**src/rtl/core/register_region_map_assert.svh**
```systemverilog
// Assertion macros shared by the register region map RTL.
`ifndef REGISTER_REGION_MAP_ASSERT_SVH
`define REGISTER_REGION_MAP_ASSERT_SVH

// Same-cycle implication, checked outside reset.
`define RRM_ASSERT_NOW(label, ante, cons) \
  label: assert property (@(posedge clk) disable iff (rst) (ante) |-> (cons)) \
    else $error("register_region_map: same-cycle check failed");

// Next-cycle implication, checked outside reset.
`define RRM_ASSERT_NEXT(label, ante, cons) \
  label: assert property (@(posedge clk) disable iff (rst) (ante) |=> (cons)) \
    else $error("register_region_map: next-cycle check failed");

`endif

```
**src/rtl/core/rrm_pkg.sv**
```systemverilog
// Types and constants of the register region map.
package rrm_pkg;

  // Request kinds
  localparam logic REQ_ADD    = 1'b0;
  localparam logic REQ_LOOKUP = 1'b1;

  // Function codes that select a table
  localparam logic [7:0] FC_READ_HOLDING  = 8'h03;
  localparam logic [7:0] FC_READ_INPUT    = 8'h04;
  localparam logic [7:0] FC_WRITE_SINGLE  = 8'h06;
  localparam logic [7:0] FC_WRITE_MULTI   = 8'h10;

  // Table selects
  localparam logic TBL_HOLDING = 1'b0;
  localparam logic TBL_INPUT   = 1'b1;

  localparam int ADDR_W = 16;
  localparam int OFF_W  = 12;

  typedef enum logic [2:0] {
    ST_OK        = 3'd0,
    ST_OVERLAP   = 3'd1,
    ST_NOT_FOUND = 3'd2,
    ST_COUNT     = 3'd3,
    ST_CODE      = 3'd4,
    ST_FULL      = 3'd5,
    ST_RANGE     = 3'd6
  } status_t;

  typedef struct packed {
    logic              req_type;
    logic [7:0]        function_code;
    logic [ADDR_W-1:0] address;
    logic [ADDR_W-1:0] register_count;
  } req_t;

  typedef struct packed {
    status_t          status;
    logic             table_select;
    logic [OFF_W-1:0] storage_offset;
  } rsp_t;

  // One region table entry
  typedef struct packed {
    logic [ADDR_W-1:0] first;
    logic [ADDR_W-1:0] last;
    logic [OFF_W-1:0]  base;
  } region_t;

endpackage

```
**src/rtl/core/rrm_if.sv**
```systemverilog
// Valid/ready channels for requests and responses.
interface rrm_req_if;
  import rrm_pkg::*;
  logic valid;
  logic ready;
  req_t payload;
  modport source (output valid, output payload, input ready);
  modport sink (input valid, input payload, output ready);
endinterface

interface rrm_rsp_if;
  import rrm_pkg::*;
  logic valid;
  logic ready;
  rsp_t payload;
  modport source (output valid, output payload, input ready);
  modport sink (input valid, input payload, output ready);
endinterface

```
**src/rtl/core/register_region_map.sv**
```systemverilog
// Register region map: two address-range tables held in one synchronous RAM.
// Flow: S_IDLE takes a request; code, zero-count and wrap errors go straight to S_DONE,
// others go to S_SCAN, which reads the table one entry per cycle from the RAM and
// compares each word as it comes out; S_DONE loads the output register once it is free
// and waits while rsp holds a beat. A new request is taken only back in S_IDLE.
// Reset (rst, synchronous) clears region counts and used words; RAM is not cleared.
`include "register_region_map_assert.svh"

module register_region_map #(
  parameter int MAX_REGIONS   = 16,
  parameter int STORAGE_WORDS = 4096
) (
  input logic clk,
  input logic rst,
  rrm_req_if.sink   req,
  rrm_rsp_if.source rsp
);
  import rrm_pkg::*;

  localparam int CW = $clog2(MAX_REGIONS + 1);
  localparam int AW = $clog2(2 * MAX_REGIONS);
  localparam int WW = $clog2(STORAGE_WORDS + 1);
  localparam int SW = ((WW > ADDR_W) ? WW : ADDR_W) + 1;
  localparam int DEPTH = 2 * MAX_REGIONS;

  typedef enum logic [2:0] {
    S_IDLE = 3'b001,
    S_SCAN = 3'b010,
    S_DONE = 3'b100
  } state_t;

  state_t state, state_next;

  // Request being worked on
  logic              cur_add, cur_add_next;
  logic              cur_tbl, cur_tbl_next;
  logic [ADDR_W-1:0] cur_first, cur_first_next;
  logic [ADDR_W-1:0] cur_last, cur_last_next;
  logic [ADDR_W-1:0] cur_count, cur_count_next;
  logic [CW-1:0]     scan_total, scan_total_next;
  logic [CW-1:0]     rd_idx, rd_idx_next;
  logic              chk_valid, chk_valid_next;
  status_t           res_status, res_status_next;
  logic [OFF_W-1:0]  res_offset, res_offset_next;

  // Per-table counters
  logic [CW-1:0] region_total [2];
  logic [WW-1:0] words_used [2];

  // Output register
  logic out_valid;
  rsp_t out_data;
  logic out_load;

  // Region RAM
  region_t          mem [DEPTH];
  region_t          mem_q;
  logic             mem_re, mem_we;
  logic [AW-1:0]    tbl_base, rd_addr, wr_addr;
  region_t          wr_data;

  assign req.ready   = (state == S_IDLE);
  assign rsp.valid   = out_valid;
  assign rsp.payload = out_data;

  always_ff @(posedge clk) begin
    if (mem_we) begin
      mem[wr_addr] <= wr_data;
    end
    if (mem_re) begin
      mem_q <= mem[rd_addr];
    end
  end

  assign tbl_base = cur_tbl ? AW'(MAX_REGIONS) : '0;
  assign rd_addr  = tbl_base + AW'(rd_idx);
  assign wr_addr  = tbl_base + AW'(scan_total);

  // Request decode at acceptance
  logic              dec_hold, dec_input;
  logic [ADDR_W:0]   end_sum;
  logic              dec_wrap;

  always_comb begin
    dec_hold  = (req.payload.function_code == FC_READ_HOLDING) ||
                ((req.payload.req_type == REQ_LOOKUP) &&
                 ((req.payload.function_code == FC_WRITE_SINGLE) ||
                  (req.payload.function_code == FC_WRITE_MULTI)));
    dec_input = (req.payload.function_code == FC_READ_INPUT);
    end_sum   = {1'b0, req.payload.address} + {1'b0, req.payload.register_count};
    dec_wrap  = (req.payload.req_type == REQ_ADD) &&
                (end_sum > {1'b1, {ADDR_W{1'b0}}});
  end

  // Entry compare for the word coming out of the RAM
  logic             hit_add, hit_look, too_long;
  logic [ADDR_W-1:0] span;
  logic [OFF_W-1:0] look_off;
  logic [SW-1:0]    fill_sum;
  logic             store_full;

  always_comb begin
    hit_add    = (cur_first <= mem_q.last) && (cur_last >= mem_q.first);
    hit_look   = (cur_first >= mem_q.first) && (cur_first <= mem_q.last);
    span       = mem_q.last - cur_first;
    too_long   = ({1'b0, span} + 17'd1) < {1'b0, cur_count};
    look_off   = mem_q.base + OFF_W'(cur_first - mem_q.first);
    fill_sum   = SW'(words_used[cur_tbl]) + SW'(cur_count);
    store_full = fill_sum > SW'(STORAGE_WORDS);
  end

  // Sequencer
  always_comb begin
    state_next      = state;
    cur_add_next    = cur_add;
    cur_tbl_next    = cur_tbl;
    cur_first_next  = cur_first;
    cur_last_next   = cur_last;
    cur_count_next  = cur_count;
    scan_total_next = scan_total;
    rd_idx_next     = rd_idx;
    chk_valid_next  = 1'b0;
    res_status_next = res_status;
    res_offset_next = res_offset;
    mem_re          = 1'b0;
    mem_we          = 1'b0;
    wr_data.first   = cur_first;
    wr_data.last    = cur_last;
    wr_data.base    = OFF_W'(words_used[cur_tbl]);
    out_load        = 1'b0;

    unique case (state)
      S_IDLE: begin
        if (req.valid) begin
          cur_add_next    = (req.payload.req_type == REQ_ADD);
          cur_first_next  = req.payload.address;
          cur_last_next   = end_sum[ADDR_W-1:0] - 16'd1;
          cur_count_next  = req.payload.register_count;
          rd_idx_next     = '0;
          res_offset_next = '0;
          cur_tbl_next    = dec_input ? TBL_INPUT : TBL_HOLDING;
          scan_total_next = region_total[dec_input];
          priority if (!dec_hold && !dec_input) begin
            res_status_next = ST_CODE;
            state_next      = S_DONE;
          end else if ((req.payload.register_count == '0) || dec_wrap) begin
            res_status_next = ST_RANGE;
            state_next      = S_DONE;
          end else begin
            state_next = S_SCAN;
          end
        end
      end

      S_SCAN: begin
        priority if (chk_valid && cur_add && hit_add) begin
          res_status_next = ST_OVERLAP;
          state_next      = S_DONE;
        end else if (chk_valid && !cur_add && hit_look) begin
          res_status_next = too_long ? ST_COUNT : ST_OK;
          res_offset_next = too_long ? '0 : look_off;
          state_next      = S_DONE;
        end else if (rd_idx != scan_total) begin
          mem_re         = 1'b1;
          rd_idx_next    = rd_idx + 1'b1;
          chk_valid_next = 1'b1;
        end else if (!chk_valid) begin
          // Scan finished without a match
          state_next = S_DONE;
          priority if (!cur_add) begin
            res_status_next = ST_NOT_FOUND;
          end else if ((scan_total == CW'(MAX_REGIONS)) || store_full) begin
            res_status_next = ST_FULL;
          end else begin
            mem_we          = 1'b1;
            res_status_next = ST_OK;
            res_offset_next = OFF_W'(words_used[cur_tbl]);
          end
        end else begin
          // Last entry checked, no match: finish next cycle
        end
      end

      S_DONE: begin
        if (!out_valid || rsp.ready) begin
          out_load   = 1'b1;
          state_next = S_IDLE;
        end
      end

      default: begin
        state_next = S_IDLE;
      end
    endcase
  end

  // Control registers
  always_ff @(posedge clk) begin
    if (rst) begin
      state           <= S_IDLE;
      chk_valid       <= 1'b0;
      out_valid       <= 1'b0;
      region_total[0] <= '0;
      region_total[1] <= '0;
      words_used[0]   <= '0;
      words_used[1]   <= '0;
    end else begin
      state     <= state_next;
      chk_valid <= chk_valid_next;
      if (out_load) begin
        out_valid <= 1'b1;
      end else if (rsp.ready) begin
        out_valid <= 1'b0;
      end
      if (mem_we) begin
        region_total[cur_tbl] <= scan_total + 1'b1;
        words_used[cur_tbl]   <= WW'(fill_sum);
      end
    end
  end

  // Payload registers
  always_ff @(posedge clk) begin
    cur_add    <= cur_add_next;
    cur_tbl    <= cur_tbl_next;
    cur_first  <= cur_first_next;
    cur_last   <= cur_last_next;
    cur_count  <= cur_count_next;
    scan_total <= scan_total_next;
    rd_idx     <= rd_idx_next;
    res_status <= res_status_next;
    res_offset <= res_offset_next;
    if (out_load) begin
      out_data.status         <= res_status;
      out_data.table_select   <= cur_tbl;
      out_data.storage_offset <= res_offset;
    end
  end

  // Checks
  `RRM_ASSERT_NOW(a_total_bound, 1'b1,
    (region_total[0] <= CW'(MAX_REGIONS)) && (region_total[1] <= CW'(MAX_REGIONS)))
  `RRM_ASSERT_NOW(a_words_bound, 1'b1,
    ({1'b0, words_used[0]} <= (WW+1)'(STORAGE_WORDS)) &&
    ({1'b0, words_used[1]} <= (WW+1)'(STORAGE_WORDS)))
  `RRM_ASSERT_NOW(a_write_only_add, mem_we, (state == S_SCAN) && cur_add && !chk_valid)
  `RRM_ASSERT_NEXT(a_write_bumps_count, mem_we && (cur_tbl == TBL_HOLDING),
    region_total[0] == $past(region_total[0]) + 1'b1)
  `RRM_ASSERT_NOW(a_load_slot_free, out_load, !out_valid || rsp.ready)

endmodule

```
**src/flat_wrapper.sv**
```systemverilog
// flat-port wrapper written by rule: the top's interface ports become plain ports
module register_region_map_flat import rrm_pkg::*;
#(
  parameter int MAX_REGIONS   = 16,
  parameter int STORAGE_WORDS = 4096
)
  (clk, rst, req_valid, req_payload, req_ready, rsp_valid, rsp_payload, rsp_ready);
  rrm_req_if req_i ();
  rrm_rsp_if rsp_i ();
  input logic clk;
  input logic rst;
  input wire logic [$bits(req_i.valid)-1:0] req_valid;
  input wire logic [$bits(req_i.payload)-1:0] req_payload;
  output wire logic [$bits(req_i.ready)-1:0] req_ready;
  output wire logic [$bits(rsp_i.valid)-1:0] rsp_valid;
  output wire logic [$bits(rsp_i.payload)-1:0] rsp_payload;
  input wire logic [$bits(rsp_i.ready)-1:0] rsp_ready;
  assign req_i.valid = req_valid;
  assign req_i.payload = req_payload;
  assign req_ready = req_i.ready;
  assign rsp_valid = rsp_i.valid;
  assign rsp_payload = rsp_i.payload;
  assign rsp_i.ready = rsp_ready;
  register_region_map #(.MAX_REGIONS(MAX_REGIONS), .STORAGE_WORDS(STORAGE_WORDS)) u_core (.clk(clk), .rst(rst), .req(req_i), .rsp(rsp_i));
endmodule
```
**config.mk**
```make
export PLATFORM = sky130hd
export DESIGN_NAME = register_region_map_flat
export DESIGN_NICKNAME = d
export VERILOG_FILES = /design/src/rtl/core/rrm_pkg.sv /design/src/rtl/core/rrm_if.sv /design/src/rtl/core/register_region_map.sv /design/src/flat_wrapper.sv
export VERILOG_INCLUDE_DIRS = /design/src /design/src/rtl/core
export SDC_FILE = /design/constraint.sdc
export NUM_CORES = 2
export LEC_CHECK = 0
export ABC_CLOCK_PERIOD_IN_PS = 17100
export BUFFER_PORTS_ARGS = -buffer_cell sky130_fd_sc_hd__buf_2
export CAP_MARGIN = 40
export CORE_MARGIN = 3
export CORE_UTILIZATION = 23
export DETAILED_ROUTE_END_ITERATION = 8
export GPL_TIMING_DRIVEN = 1
export PLACE_DENSITY_LB_ADDON = 0.1
export SLEW_MARGIN = 0
export SYNTH_ARGS = -nofsm -noshare
export SYNTH_HDL_FRONTEND = slang
export SYNTH_SLANG_ARGS = --single-unit
```
**constraint.sdc**
```tcl
create_clock -name clk -period 17.1 [get_ports clk]
set_input_delay 2.565 -clock clk [delete_from_list [all_inputs] [get_ports clk]]
set_output_delay 2.565 -clock clk [all_outputs]
set_load 0.02 [all_outputs]
```
==> flow_summary.yaml <==
cells_and_area:
  fin_nets: 3569
  area_growth_pct: 18.6
  layout-drive-gt1-share_pct: 28.8
  final_area_sq_um: 77100
detailed_routing:
  dr.pass1.iters: 7
  wl_met3_um: 7680
  drt-met1-wl_um: 95800
  first_iter_violations: 2676
  wl_um: 213000
  dr_wl_met2_um: 106000
  final_antenna_net_count: 0
  drc: 0
  highest_layer: "met4"
  via_per_inst: 4.40
  via_count: 32062
  wl_per_cell_um: 29.2
clocking:
  cts_setup_buffers: 0
  cts_max_level: 4
  ctsResizeCount: 0
  cts-root-buf: "clkbuf_16"
  cts_tree: "built"
  clockBufferDepth: 3
  path_clk_slew_ns: 0.06
  cts_hold_buffers: 0
  numCtsBuffers: 184
  cts_sinks: 1585
  clk_latency_ns: 0.82
synth:
  ys_ff_latch: 1585
  async_flop_share_pct: 0
  yosys_warnings: 0
  synth.yosys.seq_area_share_pct: 73.1
  ys.flop_type: "edfxtp_1"
  syn_area_sq_um: 65000
  syn_avg_cell_area_sq_um: 20.7
  synth_edf_count: 1579
  synth_top_cell_by_area: "edfxtp_1"
  syn-num-nets: 3309
  synth_cell_types: 75
  synthesis.instances: 3139
  synth_area_leaders: "edfxtp_1 73%, mux4_2 15%, ha_1 2.1%"
  yosys.area.top_type_share_pct: 72.9
floorplan:
  initial_core_util_pct: 23.2
  core_sq_um: 280000
  io_pins: 63
  die_area_sq_um: 289000
  die_h_um: 538
  placementRows: 194
  dieWidth_um: 538
setup_path:
  crit_required_ns: 17.53
  cpLargestDelayFamily: "simple AND/OR/NAND/NOR gates"
  cp_slowest_cell: "nor4_2"
  end_kind: "flop"
  crit_type: "flop to flop"
  cp_max_fo: 37
  crit_path_cell_trace: "mux2_2 > ha_1 > fa_1 > a211oi_1 > o21a_1 > nor4_1 > o22a_1 > and4_1 > nor3_1 > nand4b_4 > buf_4 > nor4_2 > buf_4"
  cpMostUsedCell: "buf_4"
  crit_path_max_incr_delay_ns: 0.80
  worstPathArrival_ns: 7.43
  worstSetupStartpointType: "flop"
  crit_buf_inv: 2
run_status:
  status: "complete, no violations"
power_and_ir_drop:
  comb_power_share_pct: 7.5
  p_leak_nw: 24.1
  seqPwrFrac_pct: 49.4
  power_frac_clock_pct: 43.1
  switching_share_pct: 23.5
  p_switching_mw: 2.07
  ir_worst_vdd_v: 0.0000704
  power_mw: 8.80
  p_int_mw: 6.73
  power_density_nw_per_um2: 114
sta:
  setup_viol: 0
  rsz0062_at_grt: "no"
  fin_setup_tns_ns: 0
  finalCritPeriodShare_pct: 40.9
  hold_viol_final: 0
  drv_slew: 0
  clock.fmax_ghz: 0.143
  worst_slew_pin_slew_ns: 0.984
  period_minus_slack_ns: 6.99
  clock-skew-final_ns: 0.0612
  finalWorstSetupSlack_ns: 10.11
  relSlewSlack_pct: 33.8
  timing.hold.ws_ns: 0.425
place:
  place_ws_ns: 9.97
  finalWeightedCongestion: 0.741
  place_area_sq_um: 71300
  port_buffers: 62
  dp_hpwl_um: 134000
grt:
  grt_pass1_vias: 33237
  antenna_found_initial: 18
  grt_pass1_wl_um: 291000
  grt-ovfl-total: 0
  track_usage_pct: 14.6
  grt_max_degree: 104
worst_hold_path:
  hold_class: "flop to flop"
flow_run:
  maxCapViolCount: 0
-- final cells by class --
class / instances / area, sq um
sequential: 1585 / 47500
timing repair buffer: 214 / 1980
tap: 3724 / 4660
clock buffer: 232 / 4870
clock inverter: 108 / 885
multi-input combinational: 1299 / 16800
fill: 27768 / 203000
antenna: 4 / 10.0
inverter: 115 / 433
-- power groups by stage --
stage	registers (mW)	logic, mW	clock network (mW)
after detailed placement	4.43	0.687	0
final	4.35	0.657	3.80
after CTS	4.35	0.689	3.94
after global routing	4.35	0.716	4.09
after floorplan	4.46	0.341	0
after global placement	4.43	0.678	0
-- sequential cells by signal, indices dropped and copies added, names as in the netlist, 10 cells and up, named ones only --
register,cells
u_core.mem,1408
u_core.mem_q,44
u_core.words_used,26
u_core.cur_count,16
u_core.cur_first,16
u_core.cur_last,16
u_core.rsp.payload,16
u_core.res_offset,12
u_core.region_total,10
-- cells by family after synthesis --
group | count (synthesis) | synth area share (%)
multiplexers | 498 | 16.2
XOR/XNOR | 83 | 1.12
AO/OA/AOI/OAI | 222 | 2.38
buffers and inverters | 255 | 1.52
flip-flops | 1585 | 73.1
AND/OR/NAND/NOR | 371 | 3.06
adder cells (fa/ha/maj) | 125 | 2.57
-- cells in the mapped netlist (all sizes together) (4+ instances only) --
library cell,number
edfxtp,1579
mux4,440
inv,113
ha,111
clkbuf,93
nor4,79
nand2,77
nor2,64
mux2,57
a21oi,51
buf,47
xnor2,47
o21ai,41
xor2,36
nor3,34
nand3,25
a21o,22
nand2b,18
a211oi,16
fa,14
nand4,13
o21a,13
o31ai,13
or3,11
nor2b,8
or2,8
nor3b,7
a32o,6
dfxtp,6
o21bai,6
a221oi,5
and3,5
nand4b,5
o211ai,5
a211o,4
a21boi,4
a31oi,4
and2,4
-- layout by cell type (no fill, tap or decap), types with 30 or more instances in the layout --
| master | netlist | routed |
|---|---|---|
| a21oi_1 | 51 | 50 |
| buf_2 | 4 | 64 |
| buf_4 | 0 | 115 |
| clkbuf_1 | 92 | 44 |
| clkbuf_16 | 0 | 188 |
| clkinv_1 | 2 | 50 |
| clkinv_2 | 0 | 30 |
| edfxtp_1 | 1579 | 1579 |
| ha_1 | 111 | 111 |
| inv_1 | 113 | 112 |
| mux2_2 | 57 | 57 |
| mux4_2 | 440 | 440 |
| nand2_1 | 77 | 77 |
| nor2_1 | 64 | 63 |
| nor3_1 | 33 | 33 |
| nor4_1 | 79 | 47 |
| nor4_2 | 0 | 32 |
| o21ai_0 | 39 | 39 |
| xnor2_1 | 47 | 47 |
| xor2_1 | 36 | 35 |
-- per-layer routing --
layer / up-vias / global-route usage (%)
li1: 13706 / -
met2: 571 / 24.7
met3: 217 / 2.57
met5: - / 0
met4: 0 / 2.86
met1: 17568 / 19.7
-- metrics by stage --
step	utilization [%]	instances
2_1_floorplan	-	3139
3_3_place_gp	25.2	6903
3_5_place_dp	25.4	6934
4_1_cts	27.5	7274
5_1_grt	27.5	7278
6_report	27.5	7281
-- worst paths after layout --
| check | from | to | slack (ns) | depth (start not counted) |
|---|---|---|---|---|
| max reg2reg | flop | u_core.mem[26][25] | 10.11 | 13 |
| min reg2reg | u_core.res_offset[4] | u_core.rsp.payload[4] | 0.43 | 0 |
| max | flop | u_core.mem[26][25] | 10.11 | 13 |
| min | u_core.res_offset[4] | u_core.rsp.payload[4] | 0.43 | 0 |
Note: power is estimated with default switching activity, not from simulation.
